### config.mk
export PLATFORM = sky130hd
export DESIGN_NAME = risc_integer_alu_with_flag_bits_core
export DESIGN_NICKNAME = d
export VERILOG_FILES = /design/src/hdl/rialu_pkg.sv /design/src/hdl/risc_integer_alu_with_flag_bits_core.sv
export VERILOG_INCLUDE_DIRS = /design/src /design/src/hdl
export SDC_FILE = /design/constraint.sdc
export NUM_CORES = 2
export LEC_CHECK = 0
export ABC_CLOCK_PERIOD_IN_PS = 14030
export BUFFER_PORTS_ARGS = -buffer_cell sky130_fd_sc_hd__buf_2
export CAP_MARGIN = 20
export CELL_PAD_IN_SITES_DETAIL_PLACEMENT = 1
export CELL_PAD_IN_SITES_GLOBAL_PLACEMENT = 1
export CORE_MARGIN = 2
export CORE_UTILIZATION = 57
export CTS_CLUSTER_DIAMETER = 80
export DETAILED_ROUTE_END_ITERATION = 7
export PLACE_DENSITY_LB_ADDON = 0.1
export SLEW_MARGIN = 25
export SYNTH_ARGS = -nofsm -noshare
export SYNTH_HDL_FRONTEND = slang
export SYNTH_SLANG_ARGS = --single-unit
### constraint.sdc
create_clock -name clk -period 14.03 [get_ports clk]
set_input_delay 1.403 -clock clk [delete_from_list [all_inputs] [get_ports clk]]
set_output_delay 1.403 -clock clk [all_outputs]
set_load 0.1 [all_outputs]
### src/hdl/assert_macros.svh
// assertion macros for the rtl files
// depends on signals clk and rst in the scope of each use
`ifndef ASSERT_MACROS_SVH
`define ASSERT_MACROS_SVH
`ifndef SYNTH
// clocked check, disabled while reset is high
`define ASSERT_CLK(lbl, prop, msg) \
  lbl: assert property (@(posedge clk) disable iff (rst) (prop)) else $error(msg);
// clocked check that also runs through reset
`define ASSERT_ALWAYS(lbl, prop, msg) \
  lbl: assert property (@(posedge clk) (prop)) else $error(msg);
`else
`define ASSERT_CLK(lbl, prop, msg)
`define ASSERT_ALWAYS(lbl, prop, msg)
`endif
`endif

### src/hdl/rialu_pkg.sv
// package for the integer alu core: transaction structs, operation codes, status layout
// no dependencies
`timescale 1ns / 1ps

package rialu_pkg;

  // operation codes
  localparam logic [4:0] K_ADD    = 5'd0;
  localparam logic [4:0] K_ADDI   = 5'd1;
  localparam logic [4:0] K_ADDC   = 5'd2;
  localparam logic [4:0] K_ADDV   = 5'd3;
  localparam logic [4:0] K_AND    = 5'd4;
  localparam logic [4:0] K_ANDI   = 5'd5;
  localparam logic [4:0] K_CMPEQ  = 5'd6;
  localparam logic [4:0] K_CMPGE  = 5'd7;
  localparam logic [4:0] K_CMPGT  = 5'd8;
  localparam logic [4:0] K_CMPHI  = 5'd9;
  localparam logic [4:0] K_CMPHS  = 5'd10;
  localparam logic [4:0] K_CMPPL  = 5'd11;
  localparam logic [4:0] K_CMPPZ  = 5'd12;
  localparam logic [4:0] K_CMPSTR = 5'd13;
  localparam logic [4:0] K_CMPIM  = 5'd14;
  localparam logic [4:0] K_DIV0S  = 5'd15;
  localparam logic [4:0] K_DIV0U  = 5'd16;
  localparam logic [4:0] K_DIV1   = 5'd17;
  localparam logic [4:0] K_DT     = 5'd18;
  localparam logic [4:0] K_EXTSB  = 5'd19;
  localparam logic [4:0] K_EXTSW  = 5'd20;
  localparam logic [4:0] K_EXTUB  = 5'd21;
  localparam logic [4:0] K_EXTUW  = 5'd22;
  localparam logic [4:0] K_MOV    = 5'd23;
  localparam logic [4:0] K_CLRT   = 5'd24;
  localparam logic [4:0] K_LDCSR  = 5'd25;
  localparam logic [4:0] K_LDB    = 5'd26;
  localparam logic [4:0] K_LDW    = 5'd27;
  localparam logic [4:0] K_LDL    = 5'd28;

  // status register layout
  localparam int SR_W   = 10;
  localparam int SR_T   = 0;
  localparam int SR_Q   = 8;
  localparam int SR_M   = 9;
  localparam logic [SR_W-1:0] SR_MASK = 10'h3F3;

  localparam int NREGS = 16;
  localparam int RIDX_W = 4;

  typedef struct packed {
    logic [4:0]  kind;
    logic [3:0]  dest_reg;
    logic [3:0]  src_reg;
    logic [7:0]  imm_byte;
    logic [31:0] load_data;
  } req_t;

  typedef struct packed {
    logic        reg_written;
    logic [3:0]  written_index;
    logic [31:0] written_value;
    logic        t_flag;
    logic        q_flag;
    logic        m_flag;
  } rsp_t;

  function automatic logic [31:0] sext8(input logic [7:0] v);
    sext8 = {{24{v[7]}}, v};
  endfunction

  function automatic logic [31:0] sext16(input logic [15:0] v);
    sext16 = {{16{v[15]}}, v};
  endfunction

endpackage

### src/hdl/risc_integer_alu_with_flag_bits_core.sv
// integer alu core: register file memory, execute stage, output register
// depends on rialu_pkg and assert_macros.svh
`timescale 1ns / 1ps
`include "assert_macros.svh"

// The accept cycle reads the 16 x 32 register file into the read data registers, the execute
// stage then executes and writes back, and the result sits in the output register. Throughput
// is one instruction per cycle while the block is not stalled, set by the single write port
// of the register file; a result written back in the same cycle that a later instruction
// reads its operands is forwarded, so dependent instructions may follow each other directly.
// The register file is cleared at reset through per-entry valid bits, so no clearing pass is
// needed. The block stalls only when the output register is full and not being taken.
module risc_integer_alu_with_flag_bits_core (
  input  logic             clk,
  input  logic             rst,
  input  logic             req_valid,
  output logic             req_ready,
  input  rialu_pkg::req_t  req,
  output logic             rsp_valid,
  input  logic             rsp_ready,
  output rialu_pkg::rsp_t  rsp
);

  // register file and its valid bits
  logic [31:0]                  mem [rialu_pkg::NREGS];
  logic [rialu_pkg::NREGS-1:0]  vld;

  // execute stage registers
  logic                         s1_v;
  logic [4:0]                   s1_kind;
  logic [3:0]                   s1_dest;
  logic [7:0]                   s1_imm;
  logic [31:0]                  s1_data;
  logic [31:0]                  rd_a;
  logic [31:0]                  rd_b;
  logic                         va;
  logic                         vb;
  logic                         hit_a;
  logic                         hit_b;
  logic [31:0]                  fwd_val;

  logic [rialu_pkg::SR_W-1:0]   sr;
  logic [rialu_pkg::SR_W-1:0]   sr_next;

  logic                         req_fire;
  logic                         s1_adv;
  logic                         s1_fire;
  logic [3:0]                   addr_a;

  logic                         wr;
  logic [3:0]                   widx;
  logic [31:0]                  val;
  logic                         wb_en;

  logic [31:0]                  rn;
  logic [31:0]                  rm;
  logic                         t;
  logic [32:0]                  csum;
  logic [32:0]                  dsum;
  logic [31:0]                  sh;
  logic [31:0]                  x;
  logic                         qd;

  // handshake
  assign s1_adv   = !rsp_valid || rsp_ready;
  assign s1_fire  = s1_v && s1_adv;
  assign req_ready = !s1_v || s1_adv;
  assign req_fire = req_valid && req_ready;
  assign wb_en    = s1_fire && wr;

  // r0 is the first operand of and immediate and compare immediate
  assign addr_a = (req.kind == rialu_pkg::K_ANDI || req.kind == rialu_pkg::K_CMPIM) ?
                  4'd0 : req.dest_reg;

  // register file write port
  always_ff @(posedge clk) begin
    if (wb_en) begin
      mem[widx] <= val;
    end
  end

  // register file read ports, read data registered
  always_ff @(posedge clk) begin
    if (req_fire) begin
      rd_a <= mem[addr_a];
      rd_b <= mem[req.src_reg];
    end
  end

  // valid bits and forwarding of a write in the read cycle
  always_ff @(posedge clk) begin
    if (rst) begin
      vld <= '0;
    end else if (wb_en) begin
      vld[widx] <= 1'b1;
    end
  end

  always_ff @(posedge clk) begin
    if (req_fire) begin
      va      <= vld[addr_a];
      vb      <= vld[req.src_reg];
      hit_a   <= wb_en && (widx == addr_a);
      hit_b   <= wb_en && (widx == req.src_reg);
      fwd_val <= val;
      s1_kind <= req.kind;
      s1_dest <= req.dest_reg;
      s1_imm  <= req.imm_byte;
      s1_data <= req.load_data;
    end
  end

  // stage valid
  always_ff @(posedge clk) begin
    if (rst) begin
      s1_v <= 1'b0;
    end else if (req_fire) begin
      s1_v <= 1'b1;
    end else if (s1_fire) begin
      s1_v <= 1'b0;
    end
  end

  // operand selection
  assign rn = hit_a ? fwd_val : (va ? rd_a : 32'd0);
  assign rm = hit_b ? fwd_val : (vb ? rd_b : 32'd0);
  assign t  = sr[rialu_pkg::SR_T];

  // shared adders
  assign csum = {1'b0, rn} + {1'b0, rm} + {32'd0, t};
  assign sh   = {rn[30:0], t};
  assign dsum = (sr[rialu_pkg::SR_Q] == sr[rialu_pkg::SR_M]) ?
                ({1'b0, sh} - {1'b0, rm}) : ({1'b0, sh} + {1'b0, rm});
  assign x    = rn ^ rm;
  assign qd   = rn[31] ^ dsum[32] ^ sr[rialu_pkg::SR_M];

  // execute
  always_comb begin
    sr_next = sr;
    wr      = 1'b0;
    widx    = s1_dest;
    val     = 32'd0;
    unique case (s1_kind)
      rialu_pkg::K_ADD: begin
        val = rn + rm;
        wr  = 1'b1;
      end
      rialu_pkg::K_ADDI: begin
        val = rn + rialu_pkg::sext8(s1_imm);
        wr  = 1'b1;
      end
      rialu_pkg::K_ADDC: begin
        val = csum[31:0];
        wr  = 1'b1;
        sr_next[rialu_pkg::SR_T] = csum[32];
      end
      rialu_pkg::K_ADDV: begin
        val = rn + rm;
        wr  = 1'b1;
        sr_next[rialu_pkg::SR_T] = (rn[31] ^ val[31]) & (rm[31] ^ val[31]);
      end
      rialu_pkg::K_AND: begin
        val = rn & rm;
        wr  = 1'b1;
      end
      rialu_pkg::K_ANDI: begin
        widx = 4'd0;
        val  = rn & {24'd0, s1_imm};
        wr   = 1'b1;
      end
      rialu_pkg::K_CMPEQ:  sr_next[rialu_pkg::SR_T] = (rn == rm);
      rialu_pkg::K_CMPGE:  sr_next[rialu_pkg::SR_T] = ($signed(rn) >= $signed(rm));
      rialu_pkg::K_CMPGT:  sr_next[rialu_pkg::SR_T] = ($signed(rn) > $signed(rm));
      rialu_pkg::K_CMPHI:  sr_next[rialu_pkg::SR_T] = (rn > rm);
      rialu_pkg::K_CMPHS:  sr_next[rialu_pkg::SR_T] = (rn >= rm);
      rialu_pkg::K_CMPPL:  sr_next[rialu_pkg::SR_T] = !rn[31] && (rn != 32'd0);
      rialu_pkg::K_CMPPZ:  sr_next[rialu_pkg::SR_T] = !rn[31];
      rialu_pkg::K_CMPSTR: begin
        sr_next[rialu_pkg::SR_T] = (x[31:24] == 8'd0) || (x[23:16] == 8'd0) ||
                                   (x[15:8] == 8'd0) || (x[7:0] == 8'd0);
      end
      rialu_pkg::K_CMPIM:  sr_next[rialu_pkg::SR_T] = (rn == rialu_pkg::sext8(s1_imm));
      rialu_pkg::K_DIV0S: begin
        sr_next[rialu_pkg::SR_Q] = rn[31];
        sr_next[rialu_pkg::SR_M] = rm[31];
        sr_next[rialu_pkg::SR_T] = rn[31] ^ rm[31];
      end
      rialu_pkg::K_DIV0U: begin
        sr_next[rialu_pkg::SR_Q] = 1'b0;
        sr_next[rialu_pkg::SR_M] = 1'b0;
        sr_next[rialu_pkg::SR_T] = 1'b0;
      end
      rialu_pkg::K_DIV1: begin
        // one restoring-free division step: shift in T, add or subtract divisor
        val = dsum[31:0];
        wr  = 1'b1;
        sr_next[rialu_pkg::SR_Q] = qd;
        sr_next[rialu_pkg::SR_T] = (qd == sr[rialu_pkg::SR_M]);
      end
      rialu_pkg::K_DT: begin
        val = rn - 32'd1;
        wr  = 1'b1;
        sr_next[rialu_pkg::SR_T] = (rn == 32'd1);
      end
      rialu_pkg::K_EXTSB: begin
        val = rialu_pkg::sext8(rm[7:0]);
        wr  = 1'b1;
      end
      rialu_pkg::K_EXTSW: begin
        val = rialu_pkg::sext16(rm[15:0]);
        wr  = 1'b1;
      end
      rialu_pkg::K_EXTUB: begin
        val = {24'd0, rm[7:0]};
        wr  = 1'b1;
      end
      rialu_pkg::K_EXTUW: begin
        val = {16'd0, rm[15:0]};
        wr  = 1'b1;
      end
      rialu_pkg::K_MOV: begin
        val = rm;
        wr  = 1'b1;
      end
      rialu_pkg::K_CLRT:  sr_next[rialu_pkg::SR_T] = 1'b0;
      rialu_pkg::K_LDCSR: sr_next = rm[rialu_pkg::SR_W-1:0] & rialu_pkg::SR_MASK;
      rialu_pkg::K_LDB: begin
        val = rialu_pkg::sext8(s1_data[7:0]);
        wr  = 1'b1;
      end
      rialu_pkg::K_LDW: begin
        val = rialu_pkg::sext16(s1_data[15:0]);
        wr  = 1'b1;
      end
      rialu_pkg::K_LDL: begin
        val = s1_data;
        wr  = 1'b1;
      end
      default: begin
        wr = 1'b0;
      end
    endcase
  end

  // status register
  always_ff @(posedge clk) begin
    if (rst) begin
      sr <= '0;
    end else if (s1_fire) begin
      sr <= sr_next;
    end
  end

  // output register
  always_ff @(posedge clk) begin
    if (rst) begin
      rsp_valid <= 1'b0;
    end else if (s1_fire) begin
      rsp_valid <= 1'b1;
    end else if (rsp_ready) begin
      rsp_valid <= 1'b0;
    end
  end

  always_ff @(posedge clk) begin
    if (s1_fire) begin
      rsp.reg_written   <= wr;
      rsp.written_index <= wr ? widx : 4'd0;
      rsp.written_value <= wr ? val : 32'd0;
      rsp.t_flag        <= sr_next[rialu_pkg::SR_T];
      rsp.q_flag        <= sr_next[rialu_pkg::SR_Q];
      rsp.m_flag        <= sr_next[rialu_pkg::SR_M];
    end
  end

  // checks
  `ASSERT_CLK(a_no_accept_on_stall, (s1_v && !s1_adv) |-> !req_fire, "accept while stalled")
  `ASSERT_CLK(a_wb_needs_stage, wb_en |-> s1_v, "write back without an instruction")
  `ASSERT_CLK(a_rsp_from_stage, $rose(rsp_valid) |-> $past(s1_v), "result without execute")
  `ASSERT_CLK(a_nowrite_zero, (rsp_valid && !rsp.reg_written) |-> (rsp.written_index == 4'd0 && rsp.written_value == 32'd0), "no-write result not zero")
  `ASSERT_ALWAYS(a_vld_cleared, $past(rst) |-> (vld == '0), "valid bits not cleared")

endmodule

==> summary.md <==
| Metric | Value |
|---|---|
| Outcome | `finished, violations left` |
| Failing checks | `design-rule violations` |
| CP max-delay cell | `nand4_1` |
| CTS Buffer Depth | `3` |
| Share of synthesized registers carrying an async set or reset | `0%` |
| Die height | `278.0 µm` |
| DR vias | `35580` |
| Pleak | `16.24 nW` |
| Power per Cell Area | `131.7 nW/µm²` |
| Number of post-CTS setup repair buffers | `0` |
| P_int | `4.203 mW` |
| DRC Markers | `2` |
| Clock power frac | `36.0%` |
| Worst Max-Slew Pin Slew | `1.120 ns` |
| Setup Viol. Count Final | `0` |
| CP peak stage delay | `0.74 ns` |
| Clk slew on worst S/H paths | `0.07 ns` |
| Ports | `99` |
| Antenna violations before repair | `4` |
| Seq pwr share | `41.3%` |
| Worst endpoint required time | `14.14 ns` |
| Vias per Instance | `7.827` |
| CP max FO | `45` |
| Clock Sink Count | `722` |
| Final WL | `177600 µm` |
| DR iter-0 viols | `5124` |
| Unique masters post-synth | `103` |
| Gpl congestion | `1.059` |
| Sequential-to-total area share from yosys stat | `50.18%` |
| Final setup skew | `0.08080 ns` |
| Largest net degree at the start of global routing | `197` |
| Final hold vios | `0` |
| Area of the multi-input gates | `20230 µm²` |
| Final setup TNS | `0 ns` |
| CTS tree | `yes` |
| RSZ-0062 raised after global routing | `no` |
| TritonCTS buffer count | `77` |
| Routed Antenna Nets | `0` |
| Synth area leaders | `edfxtp_1 49%, mux4_2 8.7%, mux2_2 4.5%, ha_1 3.8%, a21oi_1 2.5%` |
| Worst Setup Start Kind | `flip-flop` |
| Maximum VDD drop | `0.1690 mV` |
| Nets | `3704` |
| Post-route clock period utilization | `49.28%` |
| Post-DR wirelength/cell | `39.08 µm` |
| Worst endpoint data arrival time | `7.02 ns` |
| Post-Syn Area per Cell | `12.25 µm²` |
| Clk Latency, worst-skew pair | `0.69 ns` |
| Top_reg_cell synth | `edfxtp_1` |
| Max Cap Viol | `0` |
| Top delay family on crit path | `compound AO/OA/AOI/OAI gates` |
| Met1 GRT Util | `57.90%` |
| Starting Density | `57.58%` |
| FF/Latch Area | `21470 µm²` |
| Cells along the critical path | `buf_4, nor2b_4, a22oi_1, ha_1, o211ai_1, nor4_4, and2_1, a21oi_1, xnor2_1, ha_1, a21o_1, a21o_1, a221o_1, a21o_1, a31o_2, a211oi_1, or4_1, and2_0, nand4_1` |
| Top cell type's share of synthesized area | `49.19%` |
| Max Slew Vio Count | `0` |
| Die ar. | `77280 µm²` |
| Rel. slew slack | `24.64%` |
| FILL cells | `7084` |
| Die width | `278.0 µm` |
| Cts repair resizes | `0` |
| FMAX | `0.1446 GHz` |
| Pre-antenna DRT Iters | `8` |
| Share of cells above drive strength 1 | `20.53%` |
| DP Wirelength | `108000 µm` |
| Layout area overhead | `10.20%` |
| Most used cell, CP | `a21o_1` |
| Vias in the first global route | `36610` |
| Met2 GRT Util | `71.83%` |
| Synth Warn # | `0` |
| Switching power | `2.010 mW` |
| EDFF count, synth | `701` |
| Core Area | `74320 µm²` |
| Synth Register Bits | `722` |
| CTS root buf | `clkbuf_16` |
| Buf/Inv on CP | `1` |
| Gr busiest metal | `met2` |
| Global-route wire length before repair | `257200 µm` |
| Switching Share | `32.35%` |
| # rows | `100` |
| Htree depth | `3` |
| Final min period | `6.914 ns` |
| Power share of the combinational group | `22.7%` |
| Placed cells | `4399` |
| Post-synth net total | `3686` |
| Setup CP Type | `reg -> reg` |
| CTS Hold Bufs | `0` |
| Post-synthesis instance area | `42790 µm²` |
| PortBufs | `98` |
| Worst Hold Class | `reg -> reg` |
| Setup crit end kind | `flip-flop` |
| Post-synth top area cell | `edfxtp_1` |
| Final Power | `6.213 mW` |
| All-Layer GR Usage | `45.48%` |
| Total gr overflow | `0` |
| Non-Filler Instances | `4546` |
| Met3 usage | `10.38%` |
| Post-Synthesis Cells | `3494` |
## cells in the mapped netlist (all sizes together), types with 11 or more instances
cell / count
buf: 47
nor2b: 66
a22o: 31
a211oi: 30
dfxtp: 21
or3: 13
a21o: 31
a31oi: 78
xnor2: 94
mux2: 170
and2: 30
edfxtp: 701
o32ai: 38
mux2i: 39
o22ai: 20
nand2b: 23
a221oi: 86
o211ai: 36
nor3: 40
nand4: 35
xor2: 35
o31ai: 20
a222oi: 17
nor4: 44
nand2: 190
o21bai: 17
a21oi: 212
inv: 90
o221ai: 53
mux4: 165
and3: 18
ha: 130
clkbuf: 197
a211o: 12
nor2: 187
nand3: 53
o21a: 19
o21ai: 199
a22oi: 51
or2: 17
a221o: 11
## cell usage in the layout, fill, tap and decap left out, types with 20 or more instances in the layout
| master | n |
|---|---|
| clkbuf_16 | 77 |
| and2_1 | 28 |
| xor2_1 | 35 |
| o211ai_1 | 36 |
| nor4_1 | 40 |
| xnor2_1 | 93 |
| inv_1 | 85 |
| o32ai_1 | 38 |
| mux4_2 | 165 |
| nand4_1 | 34 |
| edfxtp_1 | 701 |
| a31oi_1 | 77 |
| nor2_1 | 173 |
| a221oi_1 | 85 |
| a211oi_1 | 29 |
| a22o_1 | 30 |
| a21oi_1 | 212 |
| nor3_1 | 35 |
| nand2b_1 | 23 |
| o21ai_0 | 190 |
| dfxtp_1 | 21 |
| buf_2 | 95 |
| nor2b_1 | 59 |
| mux2_2 | 170 |
| a22oi_1 | 42 |
| ha_1 | 130 |
| mux2i_1 | 39 |
| buf_4 | 79 |
| nand3_1 | 53 |
| nand2_1 | 186 |
| a21o_1 | 30 |
| o221ai_1 | 52 |
| o22ai_1 | 20 |
## registers in the layout, indices dropped and copies added, names as in the netlist, 3 cells and up
register,flops
rd_a,32
s1_imm,8
fwd_val,32
s1_dest,4
rsp,40
vld,16
sr,3
s1_kind,5
mem,512
rd_b,32
s1_data,32
## per-stage QoR
step                      hold WS (ns)  utilization (%)  setup WS [ns]  instance area [µm²]
after global placement          0.4631            59.69          7.657                44370
after detailed placement        0.4855            59.74          7.454                44400
after global routing            0.5398            63.44          6.868                47150
after floorplan                 0.4519                -          7.845                42790
final                           0.5320            63.45          7.116                47160
after CTS                       0.5259            63.38          7.389                47110
## layer usage
metal  vias up  part of all wire, %
li1      14080                    -
met1     17680                   35
met2      3050                   46
met3       765                   12
met4         4                  6.8
met5         -                0.013
## layout make-up
cell class              count  share of cell area [%]
multi-input cells        2437                   42.89
repair buffers            183                   2.534
well taps                 969                   2.571
inverters                  91                  0.7244
flip-flops and latches    722                   45.53
clock buffers              95                   4.293
clock inverters            48                   1.446
diodes                      1                0.005307
## worst reg2reg max path: stages, from the launching register on
cell and delay (ns):
edfxtp_1 0.35, buf_4 0.48, nor2b_4 0.25, a22oi_1 0.57
ha_1 0.31, o211ai_1 0.17, nor4_4 0.50, and2_1 0.29
a21oi_1 0.10, xnor2_1 0.17, ha_1 0.37, a21o_1 0.18
a21o_1 0.17, a221o_1 0.37, a21o_1 0.19, a31o_2 0.28
a211oi_1 0.47, or4_1 0.19, and2_0 0.16, nand4_1 0.74
## power by group through the flow
stage / Combinational [mW] / Sequential, mW / Clock (mW)
final: 1.41 / 2.56 / 2.24
after global routing: 1.47 / 2.57 / 2.29
after CTS: 1.35 / 2.56 / 2.23
after detailed placement: 1.33 / 2.60 / 0
after global placement: 1.29 / 2.60 / 0
after floorplan: 0.837 / 2.64 / 0
## kinds of logic after synthesis
family	Yosys count	synth area share, %
DFF	722	50.18
AOI/OAI and AO/OA	1036	16.93
buffers and inverters	335	3.096
muxes	374	14.07
adders and majority gates	135	4.035
and+or+nand+nor	763	9.056
xor gates and xnor gates	129	2.640
## path summary, 6_finish.rpt
kind / start / to / slack [ns] / cells after the start
worst min register to register: vld[12]$_SDFFE_PP0P_ / vld[12]$_SDFFE_PP0P_ / 0.53 / 2
worst max-delay path: hit_b$_DFFE_PP_ / mem[9][31]$_DFFE_PP_ / 7.12 / 19
worst max register to register: hit_b$_DFFE_PP_ / mem[9][31]$_DFFE_PP_ / 7.12 / 19
worst min-delay path: vld[12]$_SDFFE_PP0P_ / vld[12]$_SDFFE_PP0P_ / 0.53 / 2
(Power assumes the default switching activity.)
